File: config.mk
export PLATFORM = sky130hd
export DESIGN_NAME = fcsc_regs
export DESIGN_NICKNAME = d
export VERILOG_FILES = /design/src/rtl/fcsc_pkg.sv /design/src/rtl/fcsc_regs.sv
export SDC_FILE = /design/constraint.sdc
export NUM_CORES = 1
export LEC_CHECK = 0
export ABC_CLOCK_PERIOD_IN_PS = 1000
export BUFFER_PORTS_ARGS = -buffer_cell sky130_fd_sc_hd__buf_2
export CAP_MARGIN = 20
export CORE_MARGIN = 2
export CORE_UTILIZATION = 40
export CTS_BUF_LIST = sky130_fd_sc_hd__clkbuf_8
export CTS_CLUSTER_SIZE = 12
export DETAILED_ROUTE_END_ITERATION = 12
export PLACE_DENSITY_LB_ADDON = 0.2
export SLEW_MARGIN = 15
export SYNTH_ARGS = -nofsm -noshare
export SYNTH_HDL_FRONTEND = slang
export SYNTH_SLANG_ARGS = --single-unit
File: constraint.sdc
create_clock -name clk -period 1 [get_ports clk]
set_input_delay 0.15 -clock clk [delete_from_list [all_inputs] [get_ports clk]]
set_output_delay 0.15 -clock clk [all_outputs]
set_load 0.005 [all_outputs]
File: src/rtl/fcsc_pkg.sv
// Shared types, constants and the CRC byte step for the flash CRC scan controller.
// No dependencies; every other RTL file imports this package.
`default_nettype none

package fcsc_pkg;

	localparam int FLASH_BYTES_DEF = 16384;
	localparam int CFG_ADDR_W = 3;
	localparam int SEC_W = 17;

	localparam logic [15:0] CRC_INIT = 16'hffff;
	localparam logic [15:0] CRC_POLY = 16'h1021;

	localparam int CA_ENABLE_BIT = 0;
	localparam int CA_NMIEN_BIT = 1;
	localparam int CA_RESET_BIT = 7;

	localparam logic [1:0] SEL_APP = 2'd1;
	localparam logic [1:0] SEL_BOOT = 2'd2;

	typedef enum logic [1:0] {
		KIND_LOAD = 2'd0,
		KIND_CTRLA = 2'd1,
		KIND_CTRLB = 2'd2,
		KIND_READ = 2'd3
	} kind_t;

	typedef struct packed {
		kind_t kind;
		logic [13:0] flash_address;
		logic [7:0] write_value;
	} in_item_t;

	typedef struct packed {
		logic status_ok;
		logic [7:0] control_a_value;
		logic [7:0] control_b_value;
		logic nmi_raise;
		logic lock_state;
	} out_item_t;

	typedef enum logic [2:0] {
		OP_IDLE,
		OP_READ,
		OP_LOAD,
		OP_CB,
		OP_CA_CLEAR,
		OP_CA_STORE,
		OP_CA_SCAN,
		OP_CA_SHORT
	} op_t;

	typedef enum logic [1:0] {
		ST_IDLE,
		ST_SCAN,
		ST_CHECK
	} fsm_t;

	typedef struct packed {
		op_t op;
		logic rd;
		logic finish;
	} cmd_t;

	typedef struct packed {
		logic lock;
		logic short_sec;
		logic at_last;
	} sts_t;

	function automatic logic [15:0] crc_byte(input logic [15:0] crc_in, input logic [7:0] data);
		logic [15:0] c;
		c = crc_in ^ {data, 8'h00};
		for (int b = 0; b < 8; b++) begin
			c = c[15] ? ({c[14:0], 1'b0} ^ CRC_POLY) : {c[14:0], 1'b0};
		end
		return c;
	endfunction

endpackage

`default_nettype wire

File: src/rtl/fcsc_regs.sv
// Configuration register file holding the application and boot section fuses.
// Depends on fcsc_pkg for the address width.
`default_nettype none

module fcsc_regs (
	input wire logic clk,
	input wire logic arst_n,
	input wire logic psel,
	input wire logic penable,
	input wire logic pwrite,
	input wire logic [fcsc_pkg::CFG_ADDR_W-1:0] paddr,
	input wire logic [31:0] pwdata,
	output logic [31:0] prdata,
	output logic pready,
	output logic [7:0] app_fuse,
	output logic [7:0] boot_fuse
);
	import fcsc_pkg::*;

	logic [7:0] app_q;
	logic [7:0] boot_q;
	logic wr_en;

	assign wr_en = psel && penable && pwrite;
	assign pready = 1'b1;

	always_ff @(posedge clk or negedge arst_n) begin
		if (!arst_n) begin
			app_q <= '0;
			boot_q <= '0;
		end else if (wr_en) begin
			if (paddr[2]) begin
				boot_q <= pwdata[7:0];
			end else begin
				app_q <= pwdata[7:0];
			end
		end
	end

	always_comb begin
		prdata = '0;
		if (paddr[2]) begin
			prdata[7:0] = boot_q;
		end else begin
			prdata[7:0] = app_q;
		end
	end

	assign app_fuse = app_q;
	assign boot_fuse = boot_q;

endmodule

`default_nettype wire

-- Word-level counts from Yosys, hierarchy flattened
Cells that the tools add are included.
- add/sub/neg operators: 0
- multiply operators: 0
- div/mod/pow operators: 0
- $lt $le $gt $ge: 0
- equality and inequality tests: 0
- shift-type cells: 0
- mux-type cells: 1
- bitwise gates (word level): 1
- reductions and logical operators: 4
- operator list (operator ; count):
    2-to-1 mux 8 bit ; 1
    AND reduction 2 bit ; 2
    logical AND 1 bit ; 2
    inverter 1 bit ; 1
- register bits: 16
- latch bits: 0
- memory bits (writable): 0
- ROM bits: 0
- bits of input ports: 40
- output and inout bits: 49
- memories kept: 0

-- Logic depth before layout (Yosys ltp)
Gate-level depths: netlist of the first run.
- depth after elaboration: 3
- gate-level depth with buffers: 3

-- Worst setup path before layout of the first run
No wires, ideal clock.
- path kind: input port to flip-flop
- start point: input port paddr[2] (netlist bit)
- end point: register app_q[0], in the netlist app_fuse[0]
- data arrival time: 0.785 ns
- data required time: 0.875 ns
- slack: 0.090 ns
- stages on the path: 3
- path buffers: 1
- path through: buf_6 > nand4b_4 > mux2_2
- cells in the longest elaborated chain, start to end: 2
- RTL lines (element ; RTL line ; RTL):
    from (decl) ; fcsc_regs.sv:11 ; input wire logic [fcsc_pkg::CFG_ADDR_W-1:0] paddr,
    inverter 1 bit (no line) ; n/a ;
    AND reduction 2 bit (no line) ; n/a ;
    to (signal assigned) ; fcsc_regs.sv:35 ; app_q <= pwdata[7:0];
    to (decl) ; fcsc_regs.sv:20 ; logic [7:0] app_q;
Every way passes these cells.
A chain may end at the register's enable or synchronous reset.

-- Final worst setup path of the first run
- start point: register app_q[6], in the netlist app_fuse[6]
- end point: output port prdata[6]
- cells in the longest elaborated chain, start to end: 1
- RTL lines (element ; RTL line ; RTL):
    2-to-1 mux 8 bit ; fcsc_regs.sv:42 ; if (paddr[2]) begin
    to (decl) ; fcsc_regs.sv:13 ; output logic [31:0] prdata,
Every way passes these cells.

==> results.yml, run 1 <==
status:
  status: "finished with violations"
  violations: "setup timing"
worst_setup_path:
  crit_required_ns: 0.85
  r2r_slack_ns: 0.01
  crit_type: "reg -> out"
  critPathMaxFanout: 2
  end_kind: "output port"
  cp-start-kind: "flip-flop"
  critical_path_arrival_ns: 1.04
global_route:
  grt_pass1_vias: 557
  grtUsageTotal_pct: 12.45
  antenna_found_initial: 0
  grt_max_degree: 17
  grt_pass1_wl_um: 2373
  overflow: 0
floorplanning:
  num_rows: 17
  die_w_um: 52.02
  dieArea_um2: 2706
  start_util_pct: 42.09
  fp.dieH_um: 52.02
  io_pins: 89
  coreArea_um2: 2191
layout:
  syn_to_final_growth_pct: 43.56
  fillCellCount: 184
  final_common_cell: "buf_2"
  antenna_cells: 0
  layout.cells.non_filler: 152
  final_cell_mix: "buf_2, conb_1, mux2_2, buf_6, dfrtp_1"
  drive_above_1_share_pct: 66.13
  nets: 165
cts:
  clkLatencyLatePin_ns: 0.25
  tritoncts: "done"
  root_buffer: "clkbuf_8"
  clk_path_buf_depth: 2
  clock_sinks: 16
  htreeDepth: 1
  clkTransAtPathRegs_ns: 0.06
  numCtsBuffers: 3
placement:
  place_ws_ns: -0.04603
  gp_congestion: 0.6721
  dp.cells: 134
  dp_hpwl_um: 1170
  numPortBuffers: 37
worst_hold_path:
  hp-class: "in -> reg"
yosys:
  ys_warn_count: 0
  syn-mean-instance-area_um2: 13.17
  syn_inst: 70
  synth_seq_cells: 16
  netlist_area_um2: 922.1
  ys_seq_area_share_pct: 43.42
  ys_types: 7
sta:
  setup_slack_ns: -0.1890
  tns_ns: -1.715
  clock.fmax_ghz: 0.8411
  timing.final.crit_share_pct: 118.9
  fin_skew_ns: 0
  setup_viol: 19
  slew_violations: 0
  finalHoldViolCount: 0
  rsz0062_at_grt: "yes"
  fin_crit_ns: 1.189
pwr:
  clkPwrFrac_pct: 23.9
  internal-power_mw: 1.787
  cellPowerDensity_nw_per_um2: 1815
  p_sw_mw: 0.6154
  seq_power_share_pct: 36.6
  sw_frac_of_total_pct: 25.62
  p_leak_nw: 0.7018
  p_total_mw: 2.402
  p_comb_share_pct: 39.4
  ir_drop_v: 0.001084
route:
  wl_um: 1728
  num_vias: 652
  firstDrtPassIters: 2
  dr.first_iter.drc_count: 3
  avgRoutedWirePerCell_um: 11.37
  vias_per_cell: 4.289
  ant_nets: 0
  route.detailed.drc: 0
job:
  drv_cap: 0
[registers in the layout, indices dropped and copies added, names as in the netlist]
signal and cells:
app_fuse 8, boot_fuse 8
[power by group through the flow]
| stage | clock [mW] | combinational, mW | sequential (mW) |
|---|---|---|---|
| 6_report | 0.574 | 0.948 | 0.880 |
| 5_1_grt | 0.620 | 1.03 | 0.895 |
| 4_1_cts | 0.585 | 0.752 | 0.867 |
| 3_5_place_dp | 0 | 0.565 | 0.899 |
| 3_3_place_gp | 0 | 0.559 | 0.889 |
| 2_1_floorplan | 0 | 0.331 | 0.902 |
[layout make-up]
| class | count | area (µm²) | share of cell area, % |
|---|---|---|---|
| repair buffers | 53 | 409.1 | 30.91 |
| flip-flops and latches | 16 | 400.4 | 30.25 |
| multi-input cells | 51 | 424.2 | 32.04 |
| clock buffers | 4 | 55.05 | 4.159 |
| well taps | 28 | 35.03 | 2.647 |
[synth_stat cells (all sizes together)]
cell type,instances,share of area (%)
nand4b,1,2.6
conb,2,0.81
nand4,1,2.3
dfrtp,16,43
mux2,24,29
buf,26,22
[per-stage QoR]
step                      hold WS (ns)  util (%)  area, µm²
after floorplan                -0.1456         -       1008
after global placement         0.08211     48.26       1057
after detailed placement       0.08521     48.26       1057
after CTS                       0.1456     55.45       1215
after global routing            0.1472     60.42       1324
final                           0.1447     60.42       1324
[metal layers]
layer / vias up / track usage (%) / routed length (µm)
li1: 293 / - / -
met1: 324 / 14.41 / 683
met2: 33 / 21.94 / 895
met3: 2 / 1.724 / 133
met4: 0 / 6.579 / 16
met5: - / 0 / 0
[timing repair]
item                                    in CTS  in global routing
hold buffers                                 1                  0
gates resized for setup                      2                 19
endpoints found under the setup margin       8                 19
pin swaps                                    0                  0
hold endpoints to repair                    16                  0
buffers inserted                            11                  4
[path summary, 6_finish.rpt]
path	start	end	depth (start not counted)
max	app_fuse[6]	prdata[6]	2
min	pwdata[4]	boot_fuse[4]	2
max reg2reg	app_fuse[0]	app_fuse[0]	3
min reg2reg	app_fuse[3]	app_fuse[3]	1
max in group asynchronous	arst_n	app_fuse[7]	2
min in group asynchronous	arst_n	boot_fuse[2]	2
[cell families (layout without fill, tap and decap cells)]
logic type    count (synthesis)  in the layout  share of synthesized area [%]
mux                          24             24                          29.31
flops                        16             16                          43.42
simple gates                  2              2                          4.884
buf+inv                      26             57                          21.57
other cells                   2             25                         0.8144
[critical path: stages (launching register included)]
cell,delay [ns]
dfrtp_1,0.40
mux2_4,0.28
buf_6,0.11
(Power assumes the default switching activity.)
==> run 2: changes to the inputs <==
PLACE_DENSITY = 0.87   (was default)
PLACE_DENSITY_LB_ADDON = default   (was 0.2)
==> run 2 against run 1 <==
The flow still finishes with violations (setup timing). Sequential share of layout area is 2.0 points lower. Wire length grew 15%. Clock power shrank 3%. Critical path type unchanged. Critical endpoint is now prdata[5].
==> results.yml, run 2 (synthesis results as in run 1) <==
status:
  status: "finished with violations"
  violations: "setup timing"
sta:
  setup_viol: 19
  clock.fmax_ghz: 0.8455
  fin_skew_ns: 0
  rsz0062_at_grt: "yes"
  fin_crit_ns: 1.183
  setup_slack_ns: -0.1827
  slew_violations: 0
  timing.final.crit_share_pct: 118.3
  finalHoldViolCount: 0
floorplanning:
  die_w_um: 52.02
  start_util_pct: 42.09
  fp.dieH_um: 52.02
  io_pins: 89
  dieArea_um2: 2706
  coreArea_um2: 2191
  num_rows: 17
route:
  vias_per_cell: 4.229
  ant_nets: 0
  firstDrtPassIters: 2
  avgRoutedWirePerCell_um: 12.61
  dr.first_iter.drc_count: 2
  route.detailed.drc: 0
  wl_um: 1980
  num_vias: 664
layout:
  antenna_cells: 0
  fillCellCount: 183
  multi_input_area_um2: 427.9
  postLayoutCoreUtil_pct: 64.59
  drive_above_1_share_pct: 67.44
  syn_to_final_growth_pct: 53.46
  final_cell_area_um2: 1415
  final-seq-area_um2: 400.4
  final_common_cell: "buf_6"
  final_cell_mix: "buf_6, conb_1, buf_2, mux2_2, dfrtp_1"
  nets: 170
global_route:
  grt_max_degree: 17
  grt_pass1_vias: 639
  antenna_found_initial: 0
  grt_pass1_wl_um: 2925
  grtUsageTotal_pct: 15.01
  overflow: 0
placement:
  dp_hpwl_um: 1259
  gp_congestion: 0.5482
  numPortBuffers: 37
  placed_cell_area_um2: 1060
worst_setup_path:
  r2r-start: "app_fuse[5]"
  crit_type: "reg -> out"
  cpMaxStageDelayCell: "dfrtp_1"
  crit_required_ns: 0.85
  r2r_end: "app_fuse[5]"
  critical_path_arrival_ns: 1.03
  worst_path_largest_cell_delay_ns: 0.39
  critPathMaxFanout: 2
  r2r_slack_ns: -0.01
  end_kind: "output port"
  path_delay_family: "flip-flops"
  crit_chain: "mux2_4 > buf_6"
  r2r_cells: 3
  cp-start-kind: "flip-flop"
  cp_num_buf_inv: 1
cts:
  clkTransAtPathRegs_ns: 0.06
  numCtsBuffers: 3
  clk_path_buf_depth: 2
  clkLatencyLatePin_ns: 0.24
  tritoncts: "done"
  htreeDepth: 1
  root_buffer: "clkbuf_8"
  clock_sinks: 16
pwr:
  clkPwrFrac_pct: 21.6
  internal-power_mw: 1.922
  p_total_mw: 2.565
  seq_power_share_pct: 34.5
  p_leak_nw: 0.7457
  sw_frac_of_total_pct: 25.08
  p_comb_share_pct: 43.8
  ir_drop_v: 0.0009332
  cellPowerDensity_nw_per_um2: 1813
  p_sw_mw: 0.6433
job:
  drv_cap: 0
worst_hold_path:
  hold_path_depth: 2
  hp-class: "in -> reg"
  whs_endpoint: "app_fuse[4]"
  min_from: "pwdata[4]"
-- run 2: metal layers --
metal | GRT usage, % | vias up | wire length (µm)
met5 | 0 | - | 0
met4 | 3.947 | 0 | 0
met3 | 3.448 | 0 | 174
met2 | 28.69 | 36 | 1097
met1 | 16.25 | 323 | 708
li1 | - | 305 | -
-- run 2: stage by stage --
stage	std cells	hold WS [ns]	setup TNS, ns	setup WS (ns)
floorplan	93	-0.1456	0	0.09006
global placement	136	0.07207	-0.5265	-0.05802
detailed placement	136	0.08146	-0.8389	-0.06728
CTS	155	0.1491	-1.542	-0.1693
global route	157	0.1423	-2.546	-0.2149
finish	157	0.1527	-1.683	-0.1827
-- run 2: layout make-up --
cell class / count / share of cell area, %
Tap cell: 28 / 2.476
Timing Repair Buffer: 58 / 35.10
Sequential cell: 16 / 28.29
Multi-Input combinational cell: 51 / 30.24
Clock buffer: 4 / 3.890
-- run 2: power by group through the flow --
stage | Sequential (mW) | Combinational [mW] | Clock, mW
2_1_floorplan | 0.902 | 0.331 | 0
3_3_place_gp | 0.878 | 0.558 | 0
3_5_place_dp | 0.896 | 0.575 | 0
4_1_cts | 0.864 | 0.909 | 0.572
5_1_grt | 0.907 | 1.21 | 0.614
6_report | 0.886 | 1.12 | 0.555
-- run 2: repair_timing --
item                       CTS  global route
hold buffers                 1             0
buffers inserted            14             6
hold endpoints to repair    16             0
setup endpoints to repair    8            22
resized for setup           13            22
-- run 2: worst reg2reg max path: stages, from the launching register on --
cell     delay, ns
dfrtp_1       0.39
buf_4         0.14
buf_4         0.12
mux2_2        0.25
-- run 2: worst max-delay path by stage --
stage,startpoint,to,slack (ns),depth (start not counted)
2_1_floorplan,paddr[2],app_fuse[0],0.09,3
5_1_grt,app_fuse[5],prdata[5],-0.21,2
6_report,app_fuse[5],prdata[5],-0.18,2
3_3_place_gp,paddr[2],prdata[7],-0.06,4
3_5_place_dp,paddr[2],prdata[3],-0.07,4
4_1_cts,app_fuse[7],prdata[7],-0.17,2
==> run 3: changes to the inputs <==
ABC_AREA = 1   (was default)
PLACE_DENSITY = 0.86   (was 0.87)
RECOVER_POWER = 50   (was default)
SLEW_MARGIN = default   (was 15)
==> run 3 against run 2 <==
The run still ends with setup timing left. Critical path depth grew 1. Clock skew unchanged. Global-route usage fell by 0.054 points. Total power shrank 25%. Cell count rose by 31%. Via count is 30% higher. Area after synthesis increased by 3.0%. Wire length increased by 1.9%. Critical path type unchanged. Critical endpoint is now prdata[0]. Largest cell class is now multi-input gates. Largest power group is now registers. Highest routed layer is now met4.
==> results.yml, run 3 <==
status:
  status: "finished with violations"
  violations: "setup timing"
cts:
  htreeDepth: 1
  clkLatencyLatePin_ns: 0.24
  numCtsBuffers: 3
  clkTransAtPathRegs_ns: 0.06
  clk_path_buf_depth: 2
  cts_resized: 0
  root_buffer: "clkbuf_8"
  clock_sinks: 16
  tritoncts: "done"
global_route:
  antenna_found_initial: 0
  grt_pass1_vias: 701
  overflow: 0
  grt_pass1_wl_um: 3070
  grt_max_degree: 17
  grtUsageTotal_pct: 14.95
floorplanning:
  coreArea_um2: 2233
  num_rows: 17
  fp.dieH_um: 52.73
  io_pins: 89
  start_util_pct: 42.52
  die_w_um: 52.73
  dieArea_um2: 2780
worst_setup_path:
  critical_path_arrival_ns: 0.87
  cpMaxStageDelayCell: "dfrtp_1"
  crit_chain: "nand2_1 > nand2_1 > buf_2"
  crit_type: "reg -> out"
  end_kind: "output port"
  cp_common_cell: "nand2_1"
  crit_required_ns: 0.85
  worst_path_largest_cell_delay_ns: 0.40
  cp_num_buf_inv: 1
  path_depth: 3
  critPathMaxFanout: 3
  cp-start-kind: "flip-flop"
  r2r_cells: 4
  path_delay_family: "flip-flops"
route:
  avgRoutedWirePerCell_um: 9.839
  firstDrtPassIters: 4
  ant_nets: 0
  num_vias: 866
  vias_per_cell: 4.224
  route.detailed.drc: 0
  wl_um: 2017
  dr.first_iter.drc_count: 15
yosys:
  synth_edf_count: 0
  synth_seq_cells: 16
  ys_warn_count: 0
  yosysMostFrequentCell: "nand2_1"
  netlist_area_um2: 949.7
  synth.cells.most_frequent: "nand2_1, buf_4, dfrtp_1, nand3_1, buf_2"
  async_flop_share_pct: 100.0
  synth_flop_cell: "dfrtp_1"
  syn-mean-instance-area_um2: 7.597
  syn_inst: 125
  synth_top_cell_by_area: "dfrtp_1"
  ys_top_cells_by_area: "dfrtp_1, nand2_1, buf_4"
  ys_types: 10
  yosysTopAreaCellShare_pct: 42.16
  ys_seq_area_share_pct: 42.16
pwr:
  cellPowerDensity_nw_per_um2: 1576
  sw_frac_of_total_pct: 29.40
  clkPwrFrac_pct: 24.2
  p_leak_nw: 0.7699
  p_sw_mw: 0.5648
  ir_drop_v: 0.0007633
  seq_power_share_pct: 44.6
  internal-power_mw: 1.356
  p_comb_share_pct: 31.2
sta:
  fin_crit_ns: 1.017
  finalHoldViolCount: 0
  relSlewSlack_pct: 61.13
  slew_violations: 0
  setup_slack_ns: -0.01659
  worstMarginPinSlew_ns: 0.5824
  fin_skew_ns: 0
  whs_ns: 0.1536
  setup_viol: 6
  clock.fmax_ghz: 0.9837
  timing.final.crit_share_pct: 101.7
  rsz0062_at_grt: "yes"
placement:
  dp_hpwl_um: 1485
  gp_congestion: 0.6500
  numPortBuffers: 37
  dp.cells: 190
layout:
  antenna_cells: 0
  layout.cells.non_filler: 205
  final-seq-area_um2: 400.4
  fillCellCount: 245
  postLayoutCoreUtil_pct: 54.57
  syn_to_final_growth_pct: 28.33
  multi_input_area_um2: 412.9
  final_common_cell: "nand2_1"
  drive_above_1_share_pct: 33.90
  final_cell_mix: "nand2_1, buf_2, conb_1, buf_4"
  nets: 219
worst_hold_path:
  hold_path_depth: 3
  hp-class: "in -> reg"
job:
  drv_cap: 0
[run 3: cell count changes after synthesis, moves of 2 or more]
| cell | change |
|---|---|
| nand2_1 | +57 |
| mux2_2 | -24 |
| nand3_1 | +16 |
| buf_2 | +3 |
| inv_2 | +2 |
[run 3: worst paths after layout]
path / start / endpoint / slack (ns)
min in group asynchronous: arst_n / app_fuse[2] / 0.36
max in group asynchronous: arst_n / boot_fuse[6] / 0.36
worst min-delay path: pwdata[5] / boot_fuse[5] / 0.15
worst max register to register: boot_fuse[6] / boot_fuse[6] / 0.15
worst max-delay path: boot_fuse[0] / prdata[0] / -0.02
worst min register to register: boot_fuse[3] / boot_fuse[3] / 0.49
[run 3: layout make-up]
class	count	share of cell area [%]
Clock buffer	3	3.388
Inverter	2	0.6160
Multi-Input combinational cell	101	33.88
Sequential cell	16	32.85
Tap cell	28	2.875
Timing Repair Buffer	55	26.39
[run 3: metrics by stage]
stage	setup TNS, ns	instance area [µm²]	power [mW]	setup WS, ns
finish	-0.05116	1219	1.921	-0.01659
global route	-0.4929	1219	2.056	-0.07117
CTS	-0.07464	1187	1.889	-0.01457
detailed placement	0	1091	1.353	0.02433
global placement	0	1091	1.336	0.03316
floorplan	0	1036	1.157	0.1421
[run 3: cells by family after synthesis]
kind of cell | Yosys count | share of synthesized area [%]
other | 2 | 0.7908
buffers and inverters | 31 | 22.93
flip-flops | 16 | 42.16
AND/OR/NAND/NOR | 76 | 34.12
[run 3: layer usage]
layer / vias up / part of all wire, % / GRT usage, %
met1: 385 / 42 / 17.49
met5: - / 0 / 0
li1: 447 / - / -
met3: 2 / 6.4 / 2.857
met4: 0 / 0.45 / 5.128
met2: 32 / 51 / 26.88
[run 3: worst reg2reg max path: stages, from the launching register on]
cell,delay [ns]
dfrtp_1,0.39
buf_4,0.13
buf_4,0.12
nand2_1,0.05
nand2_1,0.04
[run 3: power by group through the flow]
stage / sequential (mW) / combinational (mW) / clock [mW]
2_1_floorplan: 0.876 / 0.281 / 0
3_3_place_gp: 0.868 / 0.468 / 0
3_5_place_dp: 0.870 / 0.483 / 0
4_1_cts: 0.857 / 0.551 / 0.481
5_1_grt: 0.872 / 0.680 / 0.504
6_report: 0.857 / 0.599 / 0.465
[run 3: repair_timing]
item,4_1_cts,5_1_grt
hold buffers,1,0
pin swaps,12,5
hold endpoints to repair,16,0
setup buffers,6,5
setup endpoints to repair,8,8
