==> config.mk <==
export PLATFORM = sky130hd
export DESIGN_NAME = fcsc_ctrl
export DESIGN_NICKNAME = d
export VERILOG_FILES = /design/src/rtl/fcsc_pkg.sv /design/src/rtl/fcsc_ctrl.sv
export SDC_FILE = /design/constraint.sdc
export NUM_CORES = 1
export LEC_CHECK = 0
export BUFFER_PORTS_ARGS = -buffer_cell sky130_fd_sc_hd__buf_4
export CORE_AREA = 2 2 39 41
export CTS_CLUSTER_DIAMETER = 150
export DETAILED_ROUTE_END_ITERATION = 12
export DIE_AREA = 0 0 41 43
export GPL_TIMING_DRIVEN = 0
export SLEW_MARGIN = 25
export SYNTH_ARGS = -nofsm -noshare
export SYNTH_HDL_FRONTEND = slang
export SYNTH_SLANG_ARGS = --single-unit
==> constraint.sdc <==
create_clock -name clk -period 0.9 [get_ports clk]
set_input_delay 0.18 -clock clk [delete_from_list [all_inputs] [get_ports clk]]
set_output_delay 0.18 -clock clk [all_outputs]
set_load 0.01 [all_outputs]
==> src/rtl/fcsc_pkg.sv <==
// Shared types, constants and the CRC byte step for the flash CRC scan controller.
// No dependencies; every other RTL file imports this package.
`default_nettype none

package fcsc_pkg;

	localparam int FLASH_BYTES_DEF = 16384;
	localparam int CFG_ADDR_W = 3;
	localparam int SEC_W = 17;

	localparam logic [15:0] CRC_INIT = 16'hffff;
	localparam logic [15:0] CRC_POLY = 16'h1021;

	localparam int CA_ENABLE_BIT = 0;
	localparam int CA_NMIEN_BIT = 1;
	localparam int CA_RESET_BIT = 7;

	localparam logic [1:0] SEL_APP = 2'd1;
	localparam logic [1:0] SEL_BOOT = 2'd2;

	typedef enum logic [1:0] {
		KIND_LOAD = 2'd0,
		KIND_CTRLA = 2'd1,
		KIND_CTRLB = 2'd2,
		KIND_READ = 2'd3
	} kind_t;

	typedef struct packed {
		kind_t kind;
		logic [13:0] flash_address;
		logic [7:0] write_value;
	} in_item_t;

	typedef struct packed {
		logic status_ok;
		logic [7:0] control_a_value;
		logic [7:0] control_b_value;
		logic nmi_raise;
		logic lock_state;
	} out_item_t;

	typedef enum logic [2:0] {
		OP_IDLE,
		OP_READ,
		OP_LOAD,
		OP_CB,
		OP_CA_CLEAR,
		OP_CA_STORE,
		OP_CA_SCAN,
		OP_CA_SHORT
	} op_t;

	typedef enum logic [1:0] {
		ST_IDLE,
		ST_SCAN,
		ST_CHECK
	} fsm_t;

	typedef struct packed {
		op_t op;
		logic rd;
		logic finish;
	} cmd_t;

	typedef struct packed {
		logic lock;
		logic short_sec;
		logic at_last;
	} sts_t;

	function automatic logic [15:0] crc_byte(input logic [15:0] crc_in, input logic [7:0] data);
		logic [15:0] c;
		c = crc_in ^ {data, 8'h00};
		for (int b = 0; b < 8; b++) begin
			c = c[15] ? ({c[14:0], 1'b0} ^ CRC_POLY) : {c[14:0], 1'b0};
		end
		return c;
	endfunction

endpackage

`default_nettype wire

==> src/rtl/fcsc_ctrl.sv <==
// Controller state machine: decodes items and sequences the scan reads.
// Depends on fcsc_pkg for the command, status and state types.
`default_nettype none

module fcsc_ctrl (
	input wire logic clk,
	input wire logic arst_n,
	input wire logic start,
	input wire fcsc_pkg::in_item_t item,
	input wire fcsc_pkg::sts_t sts,
	output fcsc_pkg::cmd_t cmd,
	output logic busy
);
	import fcsc_pkg::*;

	fsm_t state_q;
	fsm_t state_nxt;
	op_t dec_op;

	always_comb begin
		dec_op = OP_READ;
		unique case (item.kind)
			KIND_LOAD: dec_op = OP_LOAD;
			KIND_CTRLB: dec_op = OP_CB;
			KIND_READ: dec_op = OP_READ;
			KIND_CTRLA: begin
				priority if (sts.lock) begin
					dec_op = OP_READ;
				end else if (item.write_value[CA_RESET_BIT]) begin
					dec_op = OP_CA_CLEAR;
				end else if (!item.write_value[CA_ENABLE_BIT]) begin
					dec_op = OP_CA_STORE;
				end else if (sts.short_sec) begin
					dec_op = OP_CA_SHORT;
				end else begin
					dec_op = OP_CA_SCAN;
				end
			end
			default: dec_op = OP_READ;
		endcase
	end

	always_comb begin
		state_nxt = state_q;
		unique case (state_q)
			ST_IDLE: if (start && dec_op == OP_CA_SCAN) state_nxt = ST_SCAN;
			ST_SCAN: if (sts.at_last) state_nxt = ST_CHECK;
			ST_CHECK: state_nxt = ST_IDLE;
			default: state_nxt = ST_IDLE;
		endcase
	end

	always_comb begin
		cmd.op = OP_IDLE;
		cmd.rd = 1'b0;
		cmd.finish = 1'b0;
		busy = 1'b1;
		unique case (state_q)
			ST_IDLE: begin
				busy = 1'b0;
				if (start) cmd.op = dec_op;
			end
			ST_SCAN: cmd.rd = 1'b1;
			ST_CHECK: cmd.finish = 1'b1;
			default: busy = 1'b1;
		endcase
	end

	always_ff @(posedge clk or negedge arst_n) begin
		if (!arst_n) begin
			state_q <= ST_IDLE;
		end else begin
			state_q <= state_nxt;
		end
	end

endmodule

`default_nettype wire

### Word-level counts from Yosys, hierarchy flattened

Cells that the tools add are included.

| cells by class | value |
|---|---|
| eq/ne operators | 8 |
| multiplexer cells | 13 |
| reductions and logical operators | 4 |

Operator list:

| kind | count |
|---|---|
| $pmux 3 s4 | 1 |
| $mux 3 | 3 |
| $mux 2 | 4 |
| $eq 2x2->1 const B | 3 |
| $eq 2x1->1 const B | 2 |
| $logic_not 2->1 | 2 |
| $mux 1 | 4 |
| $ne 2x2->1 const B | 2 |
| $pmux 2 s2 | 1 |
| $eq 3x3->1 const B | 1 |
| $reduce_and 2->1 | 1 |
| $logic_and 1x1->1 | 1 |

| storage, ports and cells | value |
|---|---|
| flip-flop bits (word level) | 2 |
| input port bits | 30 |
| output and inout bits | 6 |
| word-level logic and storage cells | 26 |

### Depth between registers and ports, before layout

Gate-level depths: netlist of run 1.

| logic depth | value |
|---|---|
| depth in word-level cells | 9 |
| gate-level depth with buffers | 3 |
| mapped depth without buffers | 3 |

### Worst setup path before layout of run 1

OpenSTA, ideal clock, no wires.

| path | value |
|---|---|
| path type | flip-flop to output port |
| start | register state_q[1] |
| end | output cmd[3] (netlist name) |
| data arrival time | 0.904 ns |
| data required time | 0.720 ns |
| setup slack | -0.184 ns |
| cell stages (with the launch flop) | 3 |
| buffers on the path | 0 |
| path through | dfrtp_1 -> nor3b_2 -> a21boi_0 |

RTL lines:

| element | RTL line | text |
|---|---|---|
| start: declaration | fcsc_ctrl.sv:16 | `fsm_t state_q;` |
| start signal: assignment | fcsc_ctrl.sv:73 | `state_q <= state_nxt;` |
| end: declaration | fcsc_ctrl.sv:11 | `output fcsc_pkg::cmd_t cmd,` |

==> flow_summary_export.csv, run 1 <==
group,metric,value,unit
timing,grt_setup_unrepaired,"yes",
global_routing,overflow,0,
synthesis,synth_cell_types,17,
floorplan,floorplan.rows,14,
power_and_ir_drop,power_density,961,mW/mm2
final_layout,largest_reg_flops,2,
timing,report.final.slew_viol_count,0,
place,dpl.cell_count,50,
timing,timing.final.crit_period,1.43,ns
detailed_routing,wl_met3,40,um
critical_path,r2r-start,"state_q[0]",
clock_tree,root_buffer,"clkbuf_4",
floorplan,core_area,0.00138,mm2
worst_hold_path,min_from,"sts[0]",
place,place_ws,-0.246,ns
place,gp_congestion,0.663,
power_and_ir_drop,clock_power_share,51.9,%
final_layout,instances_no_fill,60,
place,postPlaceCellArea,305,um2
final_layout,nNetsFinal,76,
power_and_ir_drop,power.switching,83.6,uW
timing,tightest_slew,0.217,ns
critical_path,cpPeakStageDelay,0.39,ns
final_layout,nFillCells,152,
critical_path,crit_slowest_cell,"dfrtp_1",
clock_tree,h-tree-depth,1,
critical_path,path_class,"flop to output pin",
final_layout,area_delta_synth_final,140,%
detailed_routing,wl_met2,265,um
final_layout,diodes,0,
detailed_routing,drtIter0Drc,1,
critical_path,cp-start-kind,"flop",
timing,finalSetupTns,-3.50,ns
place,dp_hpwl,366,um
run_status,violations,"negative setup slack",
detailed_routing,post-route-drc-count,0,
power_and_ir_drop,swShare,21.9,%
clock_tree,clock-sinks,2,
worst_hold_path,worstHoldPathType,"primary input to flop",
synthesis,syn_area,165,um2
detailed_routing,drt_wl_total,488,um
critical_path,cp.required,0.72,ns
detailed_routing,wl_per_cell,8.13,um
power_and_ir_drop,seqPwrFrac,24.2,%
timing,fmax,0.701,GHz
power_and_ir_drop,p_comb_share,23.8,%
critical_path,crit_fanout,3,
detailed_routing,met1Wirelength,181,um
global_routing,grt_first_pass_wirelength,759,um
floorplan,pin_count,36,
global_routing,grt_pass1_vias,220,
critical_path,endpoint_kind,"output pin",
run_status,outcome,"finished, violations left",
floorplan,die_w,41,um
critical_path,worstPathCellList,"buf_4 > buf_6 > and2b_1 > buf_4 > buf_6",
detailed_routing,top_layer,"met3",
clock_tree,cts_tree,"done",
synthesis,syn_nets,49,
final_layout,finalInstanceArea,397,um2
clock_tree,insertion_delay,0.22,ns
final_layout,mostFrequentLayoutCells,"buf_4 (19), clkbuf_4 (3), buf_6 (3)",
synthesis,synthCells,19,
clock_tree,clk_pin_slew,0.03,ns
timing,skew,0.00177,ns
detailed_routing,num_vias,219,
power_and_ir_drop,irDropWorstVdd,0.000282,V
timing,finalWorstSetupSlack,-0.527,ns
timing,hold_viol,0,
place,io_buffer_count,15,
synthesis,avgSynthCellArea,8.69,um2
global_routing,grt_max_degree,4,
final_layout,layout_commonest_cell,"buf_4",
flow_run,cap_violations,0,
timing,relSlewSlack,85.5,%
timing,setup_violations,8,
detailed_routing,viasPerCell,3.65,
critical_path,arrival,1.25,ns
detailed_routing,ant_nets,0,
floorplan,initial_core_util,11.9,%
synthesis,synth_warnings,0,
critical_path,timing.critical_path.from,"state_q[0]",
clock_tree,numCtsBuffers,3,
global_routing,grtUsageTotal,7.44,%
power_and_ir_drop,p_int,297,uW
final_layout,top_register,"state_q",
timing,period_share,159,%
synthesis,synth_seq_cells,2,
clock_tree,clockBufferDepth,2,
floorplan,die_h,43,um
synthesis,seq_area_frac_synth,30.3,%
final_layout,drive_gt1_share,70.5,%
floorplan,die_area,0.00176,mm2
global_routing,antenna_found_initial,0,
power_and_ir_drop,leakage,0.222,nW
final_layout,largestRegisters,"state_q: 2 flops",
detailed_routing,first_pass_iters,4,
critical path, delay by kind of cell, from the launching register on:
| family | cells | cell delay [ns] |
|---|---|---|
| flops | 1 | 0.39 |
| simple gates | 1 | 0.15 |
| buf+inv | 4 | 0.48 |
kinds of logic after synthesis:
kind of cell | after synthesis | synth area share (%)
AOI/OAI and AO/OA | 5 | 21.2
buffers and inverters | 3 | 9.09
DFF | 2 | 30.3
and+or+nand+nor | 9 | 39.4
worst paths after layout:
| check | end | slack [ns] | cells past startpoint |
|---|---|---|---|
| worst min register to register | state_q[0] | 0.87 | 3 |
| max in group asynchronous | state_q[0] | 0.53 | 2 |
| min in group asynchronous | state_q[1] | 0.28 | 2 |
| worst max-delay path | cmd[1] | -0.53 | 5 |
| worst max register to register | state_q[0] | -0.49 | 6 |
| worst min-delay path | state_q[1] | 0.17 | 2 |
power groups by stage:
stage | Clock, mW | Sequential (mW) | Combinational [mW]
floorplan | 0 | 0.0932 | 0.0302
global placement | 0 | 0.0932 | 0.0814
detailed placement | 0 | 0.0933 | 0.0819
CTS | 0.212 | 0.0922 | 0.0895
global route | 0.216 | 0.0923 | 0.0998
finish | 0.198 | 0.0922 | 0.0909
metrics by stage:
stage / util, % / hold slack [ns] / power (mW)
after floorplan: - / -0.116 / 0.123
after global placement: 22.1 / -0.0372 / 0.175
after detailed placement: 22.1 / -0.0352 / 0.175
after CTS: 26.8 / 0.165 / 0.393
after global routing: 28.7 / 0.175 / 0.408
final: 28.7 / 0.175 / 0.381
cell usage after synthesis:
master | number | area (um2)
a21boi_0 | 1 | 7.51
nor2_1 | 1 | 3.75
and2_1 | 1 | 6.26
dfrtp_1 | 2 | 50.1
a22o_2 | 1 | 10.0
nand3b_1 | 1 | 7.51
buf_4 | 1 | 7.51
and2b_1 | 1 | 7.51
and3_2 | 1 | 7.51
nor3b_1 | 1 | 7.51
nor2b_1 | 1 | 6.26
inv_1 | 2 | 7.51
or2_2 | 1 | 6.26
a21oi_1 | 1 | 5.00
a21o_1 | 1 | 7.51
nor3b_2 | 1 | 12.5
o21ai_0 | 1 | 5.00
per-layer routing:
metal / vias up / GRT usage, %
met5: - / 0
li1: 115 / -
met2: 10 / 8.75
met3: 0 / 4.19
met4: 0 / 12.0
met1: 94 / 6.45
cell type report:
type	instances	area, um2	area share, %
clock buffer	3	22.5	5.68
inverter	2	7.51	1.89
timing repair buffer	22	179	45.1
tap	16	20.0	5.05
buffer	1	7.51	1.89
sequential	2	50.0	12.6
multi-input combinational	14	110	27.8
repair_timing:
| item | 4_1_cts | 5_1_grt |
|---|---|---|
| pin swaps | 1 | 1 |
| hold buffers | 1 | 0 |
| gates resized for setup | 3 | 1 |
| setup buffers | 3 | 3 |
| hold endpoints to repair | 2 | 0 |
| endpoints found under the setup margin | 7 | 8 |
Note: power is estimated with default switching activity, not from simulation.
==> run 2: changes to the inputs <==
==> constraint.sdc (replaced) <==
create_clock -name clk -period 1.5 [get_ports clk]
set_input_delay 0.3 -clock clk [delete_from_list [all_inputs] [get_ports clk]]
set_output_delay 0.3 -clock clk [all_outputs]
set_load 0.01 [all_outputs]
==> run 2 against run 1 <==
  * The run still ends with negative setup slack left
  * Worst setup slack gained 0.52 ns
  * Largest cell class unchanged
  * Non-clock buffer count shrank 4
  * Register-to-register slack gained 0.88 ns
  * First-iteration DRC count grew 100%
  * Highest routed layer unchanged
  * Die area is the same
==> flow_summary_export.csv, run 2 (synthesis gave the netlist of run 1 again) <==
group,metric,value,unit
run_status,outcome,"finished, violations left",
run_status,violations,"negative setup slack",
floorplan,die_w,41,um
detailed_routing,post-route-drc-count,0,
final_layout,fin_util,25.8,%
critical_path,worstPathCellList,"nor3b_2 > o21ai_1 > a21oi_1 > buf_4",
timing,finalWorstSetupSlack,-0.00600,ns
final_layout,area_delta_synth_final,116,%
global_routing,antenna_found_initial,0,
power_and_ir_drop,clock_power_share,53.6,%
clock_tree,insertion_delay,0.23,ns
critical_path,cp.required,1.20,ns
timing,timing.final.crit_period,1.51,ns
timing,skew,0.00127,ns
place,gp_congestion,0.625,
timing,relSlewSlack,86.1,%
power_and_ir_drop,p_total,231,uW
worst_hold_path,worstHoldPathType,"primary input to flop",
detailed_routing,drtIter0Drc,2,
place,place_ws,0.187,ns
floorplan,die_area,0.00176,mm2
detailed_routing,drt_wl_total,469,um
critical_path,crit_slowest_cell,"dfrtp_1",
final_layout,instances_no_fill,56,
global_routing,grtUsageTotal,7.33,%
final_layout,largest_reg_flops,2,
timing,tightest_slew,0.208,ns
clock_tree,cts_tree,"done",
clock_tree,numCtsBuffers,3,
floorplan,core_area,0.00138,mm2
critical_path,crit_fanout,3,
detailed_routing,num_vias,205,
detailed_routing,first_pass_iters,2,
floorplan,pin_count,36,
timing,fmax,0.664,GHz
clock_tree,clockBufferDepth,2,
timing,finalSetupTns,-0.00600,ns
place,io_buffer_count,15,
place,dp_hpwl,359,um
final_layout,layout_commonest_cell,"buf_4",
final_layout,drive_gt1_share,65.0,%
power_and_ir_drop,power.switching,53.7,uW
global_routing,overflow,0,
floorplan,floorplan.rows,14,
detailed_routing,viasPerCell,3.66,
final_layout,top_register,"state_q",
timing,report.final.slew_viol_count,0,
critical_path,cp_num_buf_inv,1,
critical_path,path_class,"flop to output pin",
place,postPlaceCellArea,298,um2
timing,holdWs,0.293,ns
clock_tree,clock-sinks,2,
timing,hold_viol,0,
final_layout,diodes,0,
floorplan,initial_core_util,11.9,%
power_and_ir_drop,p_comb_share,22.5,%
detailed_routing,wl_per_cell,8.38,um
clock_tree,root_buffer,"clkbuf_4",
final_layout,nNetsFinal,72,
power_and_ir_drop,swShare,23.2,%
critical_path,arrival,1.21,ns
critical_path,cpPeakStageDelay,0.38,ns
power_and_ir_drop,p_int,177,uW
timing,setup_violations,1,
power_and_ir_drop,power_density,648,mW/mm2
global_routing,grt_first_pass_wirelength,724,um
critical_path,cp-start-kind,"flop",
place,dpl.cell_count,50,
power_and_ir_drop,seqPwrFrac,23.9,%
critical_path,endpoint_kind,"output pin",
final_layout,finalInstanceArea,357,um2
power_and_ir_drop,leakage,0.198,nW
critical_path,crit_family,"flip-flops",
detailed_routing,ant_nets,0,
floorplan,die_h,43,um
global_routing,grt_max_degree,5,
final_layout,nFillCells,166,
final_layout,largestRegisters,"state_q: 2 flops",
clock_tree,h-tree-depth,1,
final_layout,mostFrequentLayoutCells,"buf_4 (17), clkbuf_4 (3), inv_1 (2), dfrtp_1 (2)",
timing,grt_setup_unrepaired,"yes",
flow_run,cap_violations,0,
power_and_ir_drop,irDropWorstVdd,0.000156,V
clock_tree,clk_pin_slew,0.03,ns
timing,period_share,100,%
global_routing,grt_pass1_vias,200,
## run 2: timing repair
item	CTS	global route
hold endpoints to repair	2	0
pin swaps	1	1
setup endpoints to repair	3	3
resized for setup	3	2
hold buffers	1	0
setup buffers	0	2
## run 2: layer usage
metal | up-vias | track usage (%) | wire [um]
li1 | 106 | - | -
met1 | 89 | 5.47 | 177
met4 | 0 | 12.0 | 0
met2 | 10 | 9.69 | 239
met5 | - | 0 | 0
met3 | 0 | 3.66 | 52
## run 2: power groups by stage
stage	Clock (mW)	Sequential [mW]	Combinational [mW]
after CTS	0.130	0.0554	0.0497
after global routing	0.135	0.0554	0.0567
after detailed placement	0	0.0560	0.0458
after floorplan	0	0.0559	0.0156
final	0.124	0.0553	0.0519
after global placement	0	0.0559	0.0456
## run 2: layout make-up
cell class	instances	area [um2]	share of cell area, %
Buffer	1	7.51	2.11
Multi-Input combinational cell	14	108	30.2
Timing Repair Buffer	18	141	39.6
Tap cell	16	20.0	5.61
Inverter	2	7.51	2.11
Clock buffer	3	22.5	6.32
Sequential cell	2	50.0	14.0
## run 2: final timing paths
| path | from | slack (ns) | cells after the start | to |
|---|---|---|---|---|
| worst max register to register | state_q[0] | 0.39 | 4 | state_q[0] |
| worst min-delay path | sts[0] | 0.29 | 2 | state_q[1] |
| worst min register to register | state_q[1] | 0.79 | 2 | state_q[1] |
| worst max-delay path | state_q[0] | -0.006 | 4 | cmd[2] |
| min in group asynchronous | arst_n | 0.39 | 2 | state_q[0] |
| max in group asynchronous | arst_n | 1.02 | 2 | state_q[1] |
## run 2: worst reg2reg max path, cell delays in order, from the launching register on
cell	delay [ns]
dfrtp_1	0.38
nor3b_2	0.25
and3_4	0.23
buf_4	0.10
a22o_2	0.11
==> run 3: changes to the inputs <==
==> constraint.sdc (replaced) <==
create_clock -name clk -period 1.6 [get_ports clk]
set_input_delay 0.32 -clock clk [delete_from_list [all_inputs] [get_ports clk]]
set_output_delay 0.32 -clock clk [all_outputs]
set_load 0.01 [all_outputs]
==> run 3 against run 2 <==
  * The flow now finishes without violations
  * Core utilization fell by 1.4 points
  * Total power fell by 7.5%
  * Cell count fell by 1.8%
  * Sequential share of layout area rose by 0.78 points
  * Hold slack improved by 0.020 ns
  * Register-to-register slack improved by 0.14 ns
  * Design area fell by 5.3%
  * Critical endpoint is now cmd[3]
  * Largest cell class unchanged
==> flow_summary_export.csv, run 3 (synthesis gave the netlist of run 1 again) <==
group,metric,value,unit
final_layout,diodes,0,
critical_path,cpPeakStageDelay,0.38,ns
timing,timing.final.crit_period,1.54,ns
critical_path,endpoint_kind,"output pin",
power_and_ir_drop,power_density,633,mW/mm2
global_routing,grt_max_degree,5,
detailed_routing,ant_nets,0,
final_layout,nFillCells,165,
timing,report.final.slew_viol_count,0,
flow_run,cap_violations,0,
clock_tree,numCtsBuffers,3,
critical_path,crit_cells,3,
floorplan,pin_count,36,
detailed_routing,first_pass_iters,4,
worst_hold_path,worstHoldPathType,"primary input to flop",
floorplan,initial_core_util,11.9,%
clock_tree,h-tree-depth,1,
global_routing,grt_pass1_vias,200,
timing,finalWorstSetupSlack,0.0649,ns
critical_path,reg2reg_slack,0.53,ns
place,io_buffer_count,15,
final_layout,drive_gt1_share,61.5,%
final_layout,area_delta_synth_final,105,%
detailed_routing,post-route-drc-count,0,
global_routing,grtUsageTotal,7.33,%
critical_path,endpoint,"cmd[3]",
floorplan,floorplan.rows,14,
detailed_routing,drtIter0Drc,1,
place,gp_congestion,0.625,
timing,holdWs,0.313,ns
floorplan,core_area,0.00138,mm2
critical_path,arrival,1.22,ns
clock_tree,clock-sinks,2,
critical_path,cp_num_buf_inv,1,
run_status,outcome,"completed",
final_layout,largestRegisters,"state_q: 2 flops",
floorplan,die_area,0.00176,mm2
timing,grt_setup_unrepaired,"yes",
worst_hold_path,hold_depth,2,
clock_tree,root_buffer,"clkbuf_4",
critical_path,path_class,"flop to output pin",
place,dp_hpwl,359,um
final_layout,mostFrequentLayoutCells,"buf_4 (17), clkbuf_4 (3), inv_1 (2), dfrtp_1 (2)",
final_layout,nNetsFinal,71,
timing,hold_viol,0,
critical_path,crit_fanout,3,
timing,period_share,95.9,%
floorplan,die_w,41,um
clock_tree,clk_pin_slew,0.03,ns
critical_path,worstPathCellList,"nor3b_2 > a21boi_0 > buf_4",
detailed_routing,viasPerCell,3.65,
clock_tree,cts_tree,"done",
place,place_ws,0.267,ns
timing,relSlewSlack,86.1,%
critical_path,worstReg2RegEnd,"state_q[0]",
critical_path,crit_family,"flip-flops",
detailed_routing,wl_per_cell,8.55,um
detailed_routing,drt_wl_total,470,um
final_layout,top_register,"state_q",
critical_path,timing.critical_path.from,"state_q[0]",
worst_hold_path,min_from,"sts[0]",
critical_path,cp.required,1.28,ns
critical_path,crit_slowest_cell,"dfrtp_1",
critical_path,r2r-start,"state_q[0]",
critical_path,cp-start-kind,"flop",
timing,tightest_slew,0.209,ns
global_routing,grt_first_pass_wirelength,724,um
global_routing,overflow,0,
detailed_routing,num_vias,201,
timing,setup_violations,0,
power_and_ir_drop,irDropWorstVdd,0.000143,V
timing,skew,0.00210,ns
floorplan,die_h,43,um
final_layout,layout_commonest_cell,"buf_4",
final_layout,largest_reg_flops,2,
clock_tree,clockBufferDepth,2,
power_and_ir_drop,leakage,0.192,nW
critical_path,ff2ff_path_depth,3,
global_routing,antenna_found_initial,0,
timing,fmax,0.651,GHz
clock_tree,insertion_delay,0.23,ns
power_and_ir_drop,p_total,214,uW
[run 3: changes by cell type in the layout (fill, tap and decap cells not counted), sizes merged]
cell / previous run / this run
buf: 18 / 17
[run 3: worst min path at each step]
stage	endpoint	slack, ns
6_report	state_q[1]	0.31
5_1_grt	state_q[1]	0.33
4_1_cts	state_q[1]	0.30
3_5_place_dp	state_q[1]	0.10
3_3_place_gp	state_q[1]	0.10
2_1_floorplan	state_q[0]	0.02
[run 3: routing by layer]
layer	global-route usage (%)	up-vias	share of wire [%]
met4	12.0	0	0
li1	-	104	-
met1	5.47	87	38
met5	0	-	0
met3	3.66	0	11
met2	9.69	10	51
[run 3: metrics by stage]
stage	utilization (%)	cell area, um2	instances	setup TNS, ns
floorplan	-	165	19	0
global placement	21.5	298	50	0
CTS	23.9	330	54	0
finish	24.4	338	55	0
detailed placement	21.5	298	50	0
global route	24.4	338	55	-0.0877
[run 3: area by class of cell]
cell class / instances / area (um2) / area share (%)
well taps: 16 / 20.0 / 5.93
flip-flops and latches: 2 / 50.0 / 14.8
repair buffers: 17 / 130 / 38.5
multi-input cells: 14 / 100 / 29.6
clock buffers: 3 / 22.5 / 6.67
plain buffers: 1 / 7.51 / 2.22
inverters: 2 / 7.51 / 2.22
[run 3: power breakdown]
part | leakage [nW] | switching, mW | internal [mW]
sequential | 0.0279 | 0.000407 | 0.0514
clock | 0.0138 | 0.0333 | 0.0833
combinational | 0.151 | 0.0161 | 0.0293
total | 0.192 | 0.0498 | 0.164
[run 3: what timing repair did]
| item | 4_1_cts | 5_1_grt |
|---|---|---|
| hold buffers | 1 | 0 |
| resized for setup | 0 | 1 |
| setup endpoints to repair | 0 | 3 |
| setup buffers | 0 | 1 |
| endpoints found under the hold margin | 2 | 0 |
[run 3: worst reg2reg max path, cell delays in order (launching register included)]
cell and delay (ns):
dfrtp_1 0.38, buf_4 0.14, and2b_1 0.18, a22o_2 0.25
